## src/rtl/stun_turn_tcp_deframer_top_defines.svh

```systemverilog
// ----------------------------------------------------------------------------
// STUN/TURN TCP deframer assertion macros
// Shared concurrent check macros; empty when SYNTHESIS is defined.
// ----------------------------------------------------------------------------
`ifndef STUN_TURN_TCP_DEFRAMER_TOP_DEFINES_SVH
`define STUN_TURN_TCP_DEFRAMER_TOP_DEFINES_SVH

`ifndef SYNTHESIS

// Check that cons holds whenever ante holds, outside reset
`define STTD_ASSERT_IMP(label, ante, cons) \
   label: assert property (@(posedge clock) disable iff (reset) (ante) |-> (cons)) \
      else $error("deframer check failed");

// Check that cons holds in the cycle after ante holds, outside reset
`define STTD_ASSERT_NEXT(label, ante, cons) \
   label: assert property (@(posedge clock) disable iff (reset) (ante) |=> (cons)) \
      else $error("deframer check failed");

`else

`define STTD_ASSERT_IMP(label, ante, cons)
`define STTD_ASSERT_NEXT(label, ante, cons)

`endif

`endif

```

## src/rtl/sttd_pkg.sv

```systemverilog
// ----------------------------------------------------------------------------
// STUN/TURN TCP deframer package
// Framing constants and the result item type of the deframer.
// ----------------------------------------------------------------------------
package sttd_pkg;

   localparam int ByteWidth   = 8;
   localparam int LengthWidth = 17;

   // Top two bits of the message type select ChannelData
   localparam logic [ByteWidth-1:0]   TypeClassMask      = 8'hC0;
   localparam logic [LengthWidth-1:0] StunHeaderBytes    = 17'd20;
   localparam logic [LengthWidth-1:0] ChannelHeaderBytes = 17'd4;
   localparam logic [LengthWidth-1:0] HeaderBytes        = 17'd4;
   localparam logic [LengthWidth-1:0] LengthHighPos      = 17'd2;
   localparam logic [LengthWidth-1:0] LengthLowPos       = 17'd3;

   typedef logic [ByteWidth-1:0]   byte_type;
   typedef logic [LengthWidth-1:0] length_type;

   typedef struct packed {
      byte_type   packet_byte;
      logic       packet_last;
      logic       is_channel_data;
      length_type frame_length;
   } result_type;

endpackage

```

## src/rtl/stun_turn_tcp_deframer_top.sv

```systemverilog
// Takes a TCP byte stream one byte per cycle and splits it into STUN messages
// and TURN ChannelData packets. Every packet byte, header included, comes out
// as one result item; pad bytes after a ChannelData packet are consumed and
// give no result. The final byte of a packet carries packet_last and the frame
// length (packet plus pad). Sustained rate is one byte per clock while the
// result side keeps rsp_ready high; a byte's result is loaded into the result
// register when the byte advances from the input register, which waits while
// the result register holds an untaken result. Header decode and the 17-bit
// byte counter's end-of-packet compare lie combinationally between the two.
`include "stun_turn_tcp_deframer_top_defines.svh"
// ----------------------------------------------------------------------------
// STUN/TURN TCP deframer top level
// Streams packet bytes through and marks packet ends from the 4-byte header.
// ----------------------------------------------------------------------------
module stun_turn_tcp_deframer_top (
   input  logic                 clock,
   input  logic                 reset,
   input  logic                 req_valid,
   output logic                 req_ready,
   input  sttd_pkg::byte_type   req_stream_byte,
   output logic                 rsp_valid,
   input  logic                 rsp_ready,
   output sttd_pkg::byte_type   rsp_packet_byte,
   output logic                 rsp_packet_last,
   output logic                 rsp_is_channel_data,
   output sttd_pkg::length_type rsp_frame_length
);
   import sttd_pkg::*;

   // input register
   logic       in_valid_ff, in_valid_in;
   byte_type   in_byte_ff, in_byte_in;

   // framing state
   byte_type   prev_byte_ff, prev_byte_in;
   length_type byte_position_ff, byte_position_in;
   length_type packet_total_ff, packet_total_in;
   logic [1:0] pad_remaining_ff, pad_remaining_in;
   logic       channel_flag_ff, channel_flag_in;

   // result register
   logic       out_valid_ff, out_valid_in;
   result_type out_ff, out_in;

   // step logic
   logic       drop;
   logic       advance;
   logic       flag_next;
   length_type total_next;
   length_type pos_inc;
   logic       is_last;
   logic [1:0] pad;

   // Advance the held item when it is dropped or the result slot frees up
   assign drop      = (pad_remaining_ff != 2'd0);
   assign advance   = in_valid_ff && (drop || !out_valid_ff || rsp_ready);
   assign req_ready = !in_valid_ff || advance;

   // Decode the header and find the packet end
   always_comb begin
      flag_next = channel_flag_ff;
      if (byte_position_ff == '0) begin
         flag_next = ((in_byte_ff & TypeClassMask) != '0);
      end
      total_next = packet_total_ff;
      if (byte_position_ff == LengthLowPos) begin
         total_next = {1'b0, prev_byte_ff, in_byte_ff}
                    + (flag_next ? ChannelHeaderBytes : StunHeaderBytes);
      end
      pos_inc = byte_position_ff + 17'd1;
      is_last = (pos_inc >= HeaderBytes) && (pos_inc == total_next);
      pad     = flag_next ? 2'(2'd0 - total_next[1:0]) : 2'd0;
   end

   // Next state of the input register
   always_comb begin
      in_valid_in = in_valid_ff;
      in_byte_in  = in_byte_ff;
      if (req_valid && req_ready) begin
         in_valid_in = 1'b1;
         in_byte_in  = req_stream_byte;
      end else if (advance) begin
         in_valid_in = 1'b0;
      end
   end

   // Next framing state and result
   always_comb begin
      prev_byte_in     = prev_byte_ff;
      byte_position_in = byte_position_ff;
      packet_total_in  = packet_total_ff;
      pad_remaining_in = pad_remaining_ff;
      channel_flag_in  = channel_flag_ff;
      out_valid_in     = out_valid_ff && !rsp_ready;
      out_in           = out_ff;
      if (advance) begin
         if (drop) begin
            pad_remaining_in = pad_remaining_ff - 2'd1;
         end else begin
            channel_flag_in  = flag_next;
            packet_total_in  = total_next;
            if (byte_position_ff <= LengthHighPos) begin
               prev_byte_in = in_byte_ff;
            end
            byte_position_in         = pos_inc;
            out_valid_in             = 1'b1;
            out_in.packet_byte       = in_byte_ff;
            out_in.packet_last       = is_last;
            out_in.is_channel_data   = flag_next;
            out_in.frame_length      = '0;
            if (is_last) begin
               out_in.frame_length = total_next + 17'(pad);
               pad_remaining_in    = pad;
               byte_position_in    = '0;
            end
         end
      end
   end

   // Hold control state under reset
   always_ff @(posedge clock) begin
      if (reset) begin
         in_valid_ff      <= 1'b0;
         out_valid_ff     <= 1'b0;
         prev_byte_ff     <= '0;
         byte_position_ff <= '0;
         packet_total_ff  <= '0;
         pad_remaining_ff <= 2'd0;
         channel_flag_ff  <= 1'b0;
      end else begin
         in_valid_ff      <= in_valid_in;
         out_valid_ff     <= out_valid_in;
         prev_byte_ff     <= prev_byte_in;
         byte_position_ff <= byte_position_in;
         packet_total_ff  <= packet_total_in;
         pad_remaining_ff <= pad_remaining_in;
         channel_flag_ff  <= channel_flag_in;
      end
   end

   // Payload registers
   always_ff @(posedge clock) begin
      in_byte_ff <= in_byte_in;
      out_ff     <= out_in;
   end

   assign rsp_valid           = out_valid_ff;
   assign rsp_packet_byte     = out_ff.packet_byte;
   assign rsp_packet_last     = out_ff.packet_last;
   assign rsp_is_channel_data = out_ff.is_channel_data;
   assign rsp_frame_length    = out_ff.frame_length;

   // ChannelData frames always close on a multiple of four
   `STTD_ASSERT_IMP(a_cd_aligned,
      out_valid_ff && out_ff.packet_last && out_ff.is_channel_data,
      out_ff.frame_length[1:0] == 2'd0)
   // Frame length only shows on the last byte
   `STTD_ASSERT_IMP(a_len_only_last,
      out_valid_ff && !out_ff.packet_last, out_ff.frame_length == '0)
   // STUN frames hold at least the fixed header
   `STTD_ASSERT_IMP(a_stun_min,
      out_valid_ff && out_ff.packet_last && !out_ff.is_channel_data,
      out_ff.frame_length >= StunHeaderBytes)
   // Padding only runs between packets
   `STTD_ASSERT_IMP(a_pad_between, pad_remaining_ff != 2'd0, byte_position_ff == '0)
   // A dropped pad byte never produces a result
   `STTD_ASSERT_NEXT(a_pad_silent,
      advance && drop && !(out_valid_ff && !rsp_ready), !out_valid_ff)

endmodule
```

## config.mk

```make
export PLATFORM = sky130hd
export DESIGN_NAME = stun_turn_tcp_deframer_top
export DESIGN_NICKNAME = d
export VERILOG_FILES = /design/src/rtl/sttd_pkg.sv /design/src/rtl/stun_turn_tcp_deframer_top.sv
export VERILOG_INCLUDE_DIRS = /design/src /design/src/rtl
export SDC_FILE = /design/constraint.sdc
export NUM_CORES = 1
export LEC_CHECK = 0
export BUFFER_PORTS_ARGS = -buffer_cell sky130_fd_sc_hd__buf_2
export CAP_MARGIN = 25
export CORE_ASPECT_RATIO = 0.7
export CORE_UTILIZATION = 42
export DETAILED_ROUTE_END_ITERATION = 12
export SLEW_MARGIN = 10
export SYNTH_ARGS = -nofsm -noshare
export SYNTH_HDL_FRONTEND = slang
export SYNTH_SLANG_ARGS = --single-unit
```

## constraint.sdc

```tcl
create_clock -name clock -period 6.1 [get_ports clock]
set_input_delay 0.915 -clock clock [delete_from_list [all_inputs] [get_ports clock]]
set_output_delay 0.915 -clock clock [all_outputs]
set_load 0.05 [all_outputs]
```

== Yosys cells after proc, flatten, opt, wreduce, memory -nomap -nowiden ==
Index checks and enable logic that the tools add are counted.

* Register bits: 82
* Memory bits (read-only): 0
* Memories: 0
* Output and inout bits: 29
* Memory bits (writable): 0
* Word-level logic and storage cells: 51
* Latch bits: 0

* Reductions and logical operators: 18
* Equality and inequality tests: 2
* Magnitude comparators: 2
* $mul: 0
* Muxes and demuxes: 11
* Divide/modulo/power cells: 0
* Bitwise logic cells: 1
* Shift-type cells: 0
* Add/subtract/negate cells: 5

{| class="wikitable"
|+ Operators with widths
! kind !! number
|-
| $mux W17 || 2
|-
| $add A16 B5 Y17 || 1
|-
| $add A17 B1 Y17 const B || 1
|-
| $add A17 B2 Y17 || 1
|-
| $eq A17 B17 Y1 || 1
|-
| $eq A17 B2 Y1 const B || 1
|-
| $ge A17 B3 Y1 const B || 1
|-
| $le A17 B2 Y1 const B || 1
|-
| $logic_not A17 Y1 || 1
|-
| $reduce_bool A8 Y1 || 1
|-
| $mux W2 || 3
|-
| $reduce_bool A2 Y1 || 3
|-
| $mux W1 || 5
|-
| $mux W5 || 1
|-
| $logic_and A1 B1 Y1 || 4
|-
| $reduce_and A2 Y1 || 2
|-
| $logic_not A1 Y1 || 3
|-
| $logic_or A1 B1 Y1 || 3
|-
| $reduce_and A3 Y1 || 1
|-
| $sub A1 B2 Y2 const A || 1
|-
| $sub A2 B1 Y2 const B || 1
|-
| $not A1 Y1 || 1
|}

== Depth between registers and ports, before layout ==
* Depth in word-level cells: 9
* Depth in mapped cells: 18
* Depth with buffers taken out: 15

== Worst setup path after synthesis ==
Ideal clock, no wire load.

* Kind: register to register
* From: register byte_position_ff[8]
* To: register pad_remaining_ff[1]
* Arrival time: 4.290 ns
* Path buffers: 2
* Required time: 6.030 ns
* Stages on the path, launching flop included: 18
* Path slack: 1.740 ns
* Path through: dfxtp_1 > clkbuf_1 > nor4_1 > and4_1 > a21o_1 > and2_1 > clkbuf_1 > inv_1 > ha_1 > a21oi_1 > or4_1 > a21oi_1 > nor3_1 > or4b_1 > nor4_2 > nand4_2 > or4_1 > a21oi_1

* Word-level cells in the longest chain between the ends: 9
* Elaborated cells between the ends (all ways): 16
* Those cells by class: add/sub (3); order compare (1); eq/ne (2); mux (6); reduce/logical (4)

{| class="wikitable"
|+ Ends and longest elaborated chain
! item !! line !! RTL
|-
| from (decl) || stun_turn_tcp_deframer_top.sv:36 || <nowiki>length_type byte_position_ff, byte_position_in;</nowiki>
|-
| from (signal assigned) || stun_turn_tcp_deframer_top.sv:134 || <nowiki>byte_position_ff <= byte_position_in;</nowiki>
|-
| $logic_not A17 Y1 * || stun_turn_tcp_deframer_top.sv:62 || <nowiki>if (byte_position_ff == '0) begin</nowiki>
|-
| $mux W1 * || stun_turn_tcp_deframer_top.sv:62 ||
|-
| net flag_next || stun_turn_tcp_deframer_top.sv:48 || <nowiki>logic flag_next;</nowiki>
|-
| $mux W5 || stun_turn_tcp_deframer_top.sv:68 || <nowiki>+ (flag_next ? ChannelHeaderBytes : StunHeaderBytes);</nowiki>
|-
| $add A16 B5 Y17 || stun_turn_tcp_deframer_top.sv:68 ||
|-
| $mux W17 || stun_turn_tcp_deframer_top.sv:66 || <nowiki>if (byte_position_ff == LengthLowPos) begin</nowiki>
|-
| $eq A17 B17 Y1 || stun_turn_tcp_deframer_top.sv:71 || <nowiki>is_last = (pos_inc >= HeaderBytes) && (pos_inc == total_next);</nowiki>
|-
| $logic_and A1 B1 Y1 || stun_turn_tcp_deframer_top.sv:71 ||
|-
| $reduce_bool A2 Y1 (no source line) || n/a ||
|-
| $reduce_and A2 Y1 (no source line) || n/a ||
|-
| to (signal assigned) || stun_turn_tcp_deframer_top.sv:136 || <nowiki>pad_remaining_ff <= pad_remaining_in;</nowiki>
|-
| to (decl) || stun_turn_tcp_deframer_top.sv:38 || <nowiki>logic [1:0] pad_remaining_ff, pad_remaining_in;</nowiki>
|}

Mark *: on every way through the listed nets, which the timed path passes. The rest lies on a longest branch. The select of a mux whose other input is x is not followed.
A chain may end at the register's enable or synchronous reset.

== Worst setup path in the final report ==
* From: register byte_position_ff[8]
* To: register pad_remaining_ff[1]

* Word-level cells in the longest chain between the ends: 9
* Elaborated cells between the ends (all ways): 16
* Those cells by class: add/sub (3); order compare (1); eq/ne (2); mux (6); reduce/logical (4)

{| class="wikitable"
|+ Ends and longest elaborated chain
! item !! line
|-
| $logic_not A17 Y1 || stun_turn_tcp_deframer_top.sv:62
|-
| $mux W1 || stun_turn_tcp_deframer_top.sv:62
|-
| $mux W5 || stun_turn_tcp_deframer_top.sv:68
|-
| $add A16 B5 Y17 || stun_turn_tcp_deframer_top.sv:68
|-
| $mux W17 || stun_turn_tcp_deframer_top.sv:66
|-
| $eq A17 B17 Y1 || stun_turn_tcp_deframer_top.sv:71
|-
| $logic_and A1 B1 Y1 || stun_turn_tcp_deframer_top.sv:71
|-
| $reduce_bool A2 Y1 (no source line) || n/a
|-
| $reduce_and A2 Y1 (no source line) || n/a
|}

Parallel ways exist; a longest one is shown, timed or not. The select of a mux whose other input is x is not followed.

==> flow_metrics.tcl <==
set metrics [dict create \
    status "completed" \
    crit_chain "nor4_1 > and4_1 > a21o_1 > and2_1 > inv_1 > ha_1 > a21oi_1 > or4_1 > a21oi_1 > nor3_1 > or4b_1 > nor4_2 > nand4_2 > or4_1 > a21oi_1" \
    final_cell_count_no_fill 731 \
    drtIter0Drc 328 \
    cp_slowest_cell "or4_1" \
    slew_headroom 0.336 \
    cts_buffers 9 \
    r2r-start "byte_position_ff[8]$_SDFFE_PP0P_" \
    r2r_slack_ns 0.87 \
    num-nets-final 590 \
    path_max_fanout 17 \
    place_area_mm2 0.00508 \
    cts_resized 0 \
    die_h_um 91.6 \
    die-width_um 130 \
    dr.pass1.iters 5 \
    synth_nets 571 \
    first_global_vias 3698 \
    postSynth.asyncResetShare 0 \
    postCtsSetupBuffers 0 \
    std_cell_rows 32 \
    overflow 0 \
    worst_slack_ns 0.874 \
    dp.cells 714 \
    grt_pass1_wl_mm 19.8 \
    postCtsHoldBufs 0 \
    dp_hpwl_mm 8.54 \
    worstMarginPinSlew_ns 0.996 \
    synth.distinct_cells 58 \
    r2r_end "pad_remaining_ff[1]$_SDFFE_PP0P_" \
    clock_skew_ns 0.00636 \
    via_per_inst 5.68 \
    powerDensity_mw_per_mm2 229 \
    ys.flop_type "dfxtp_1" \
    cp.arrival_ns 5.49 \
    seq_area_frac_synth 0.414 \
    ir_drop_uv 132 \
    clk_path_buf_depth 2 \
    critPathLaunch "byte_position_ff[8]$_SDFFE_PP0P_" \
    hold_viol_final 0 \
    path_class "register to register" \
    yosysMostFrequentCell "nand2_1" \
    slowest_delay_ns 0.63 \
    synth_cells 554 \
    critPathBufInv 1 \
    synthToLayoutAreaGrowth_pct 11.4 \
    synth_edf_count 35 \
    cts_tree "yes" \
    maxCapViolCount 0 \
    wl_mm 12.4 \
    setup_violations 0 \
    cp-start-kind "register" \
    netlist.area_leader.share 0.218 \
    drc 0 \
    diodes 0 \
    drv_slew 0 \
    die_area_mm2 0.0119 \
    grt_max_degree 48 \
    utilization 0.484 \
    fin_area_mm2 0.00537 \
    multi_input_comb_area_mm2 0.00261 \
    hp-start "packet_total_ff[9]$_SDFFE_PP0P_" \
    gp_congestion 0.878 \
    final.setup.tns_ns 0 \
    holdPathEnd "packet_total_ff[9]$_SDFFE_PP0P_" \
    synth.top_cells.by_count "63 x nand2_1, 58 x nor2_1, 47 x dfxtp_1" \
    crit_path_end_kind "register" \
    synthTopCellsByArea "edfxtp_1 22%, dfxtp_1 20%, xnor2_1 5.1%, nand2_1 4.9%, nor2_1 4.5%" \
    drive_gt1_frac 0.128 \
    clock-sinks 82 \
    fmax_mhz 191 \
    wl_per_cell_um 17.0 \
    crit_top_cell "a21oi_1" \
    grt_antenna_before_repair 0 \
    seq_area_mm2 0.00199 \
    ys.warnings.count 0 \
    synth.ff_latch_count 82 \
    synth.largest_area_cell "edfxtp_1" \
    min-delay-path-class "register to register" \
    clockRootBuffer "clkbuf_16" \
    syn_avg_cell_area_um2 8.70 \
    port_buffers 40 \
    leakage_uw 0.00178 \
    start_util 0.434 \
    dp_slack_ns 0.950 \
    drtAntennaViolNets 0 \
    crit_family "simple AND/OR/NAND/NOR gates" \
    htreeDepth 3 \
    fill_cells 1073 \
    worst_ep_required_time_ns 6.36 \
    whs_path_depth 2 \
    min_period_ns 5.23 \
    synth_area_mm2 0.00482 \
    ff2ff_path_depth 15 \
    rsz0062_at_grt "no" \
    via_count 4151 \
    core_mm2 0.0111 \
    clk_pin_slew_ns 0.06 \
    period_share 0.857 \
    clk_latency_ns 0.34 \
    boundaryPins 41 \
    grtUsageTotal 0.219 \
]
## final cells by class
cell class	instances	area share
flip-flops and latches	82	0.371
clock inverters	4	0.00536
inverters	12	0.00839
well taps	153	0.0357
repair buffers	47	0.0471
multi-input cells	421	0.486
clock buffers	12	0.0459
## layout by cell type (no fill, tap or decap), drive strengths merged, types with 4 or more instances in the layout
cell type | synthesis | routed
a211oi | 4 | 4
a21oi | 38 | 38
a31oi | 11 | 11
and2 | 8 | 8
and3 | 4 | 4
and4 | 5 | 5
buf | 12 | 47
clkbuf | 27 | 12
dfxtp | 47 | 47
edfxtp | 35 | 35
ha | 5 | 5
inv | 12 | 11
mux2i | 18 | 18
nand2 | 63 | 63
nand2b | 4 | 4
nand3 | 25 | 25
nand3b | 5 | 5
nand4 | 14 | 14
nor2 | 58 | 58
nor2b | 6 | 6
nor3 | 21 | 21
nor4 | 14 | 14
o211ai | 5 | 5
o21ai | 18 | 18
o31ai | 4 | 4
or3 | 7 | 7
or4 | 6 | 6
xnor2 | 28 | 28
xor2 | 17 | 17
## worst min-delay path, cell delays in order, from the launching register on
cell	delay, ns
dfxtp_1	0.31
nand2_1	0.05
a21oi_1	0.05
## power breakdown
group / internal, uW / total, uW / switching [uW]
Combinational: 33.6 / 118 / 84.8
Clock: 287 / 505 / 218
Sequential: 590 / 606 / 16.0
Total: 911 / 1230 / 319
## cell families (layout without fill, tap and decap cells)
group	after synthesis	count (layout)	share of synthesized area
xor+xnor	45	45	0.0818
buf+inv	51	75	0.0447
flops	82	82	0.414
mux	18	18	0.0374
compound gates	104	104	0.137
fa+ha+maj	5	5	0.0130
simple gates	249	249	0.273
## worst max path at each step
stage                                            end  slack (ns)  cells after the start
floorplan           pad_remaining_ff[1]$_SDFFE_PP0P_        1.74                     17
global placement    pad_remaining_ff[1]$_SDFFE_PP0P_        1.14                     15
detailed placement  pad_remaining_ff[1]$_SDFFE_PP0P_        0.95                     15
CTS                 pad_remaining_ff[1]$_SDFFE_PP0P_        0.95                     15
global route        pad_remaining_ff[1]$_SDFFE_PP0P_        0.49                     15
finish              pad_remaining_ff[1]$_SDFFE_PP0P_        0.87                     15
## flip-flops by register name (all words and copies together), names as in the netlist
signal / count
packet_total_ff: 17
rsp_is_channel_data: 1
rsp_packet_byte: 8
rsp_frame_length: 17
in_byte_ff: 8
byte_position_ff: 17
in_valid_ff: 1
rsp_valid: 1
prev_byte_ff: 8
channel_flag_ff: 1
pad_remaining_ff: 2
rsp_packet_last: 1
## routing by layer
layer  up-vias  part of all wire  track usage
li1       2043                 -            -
met1      1938              0.49        0.320
met2       153              0.43        0.316
met3        17             0.073       0.0572
met4         0             0.010       0.0562
met5         -                 0            0
## through the flow
step	hold WS (ns)	total power, uW
2_1_floorplan	0.424	703
3_3_place_gp	0.446	733
3_5_place_dp	0.450	734
4_1_cts	0.464	1240
5_1_grt	0.477	1270
6_report	0.462	1230
(Power assumes the default switching activity.)
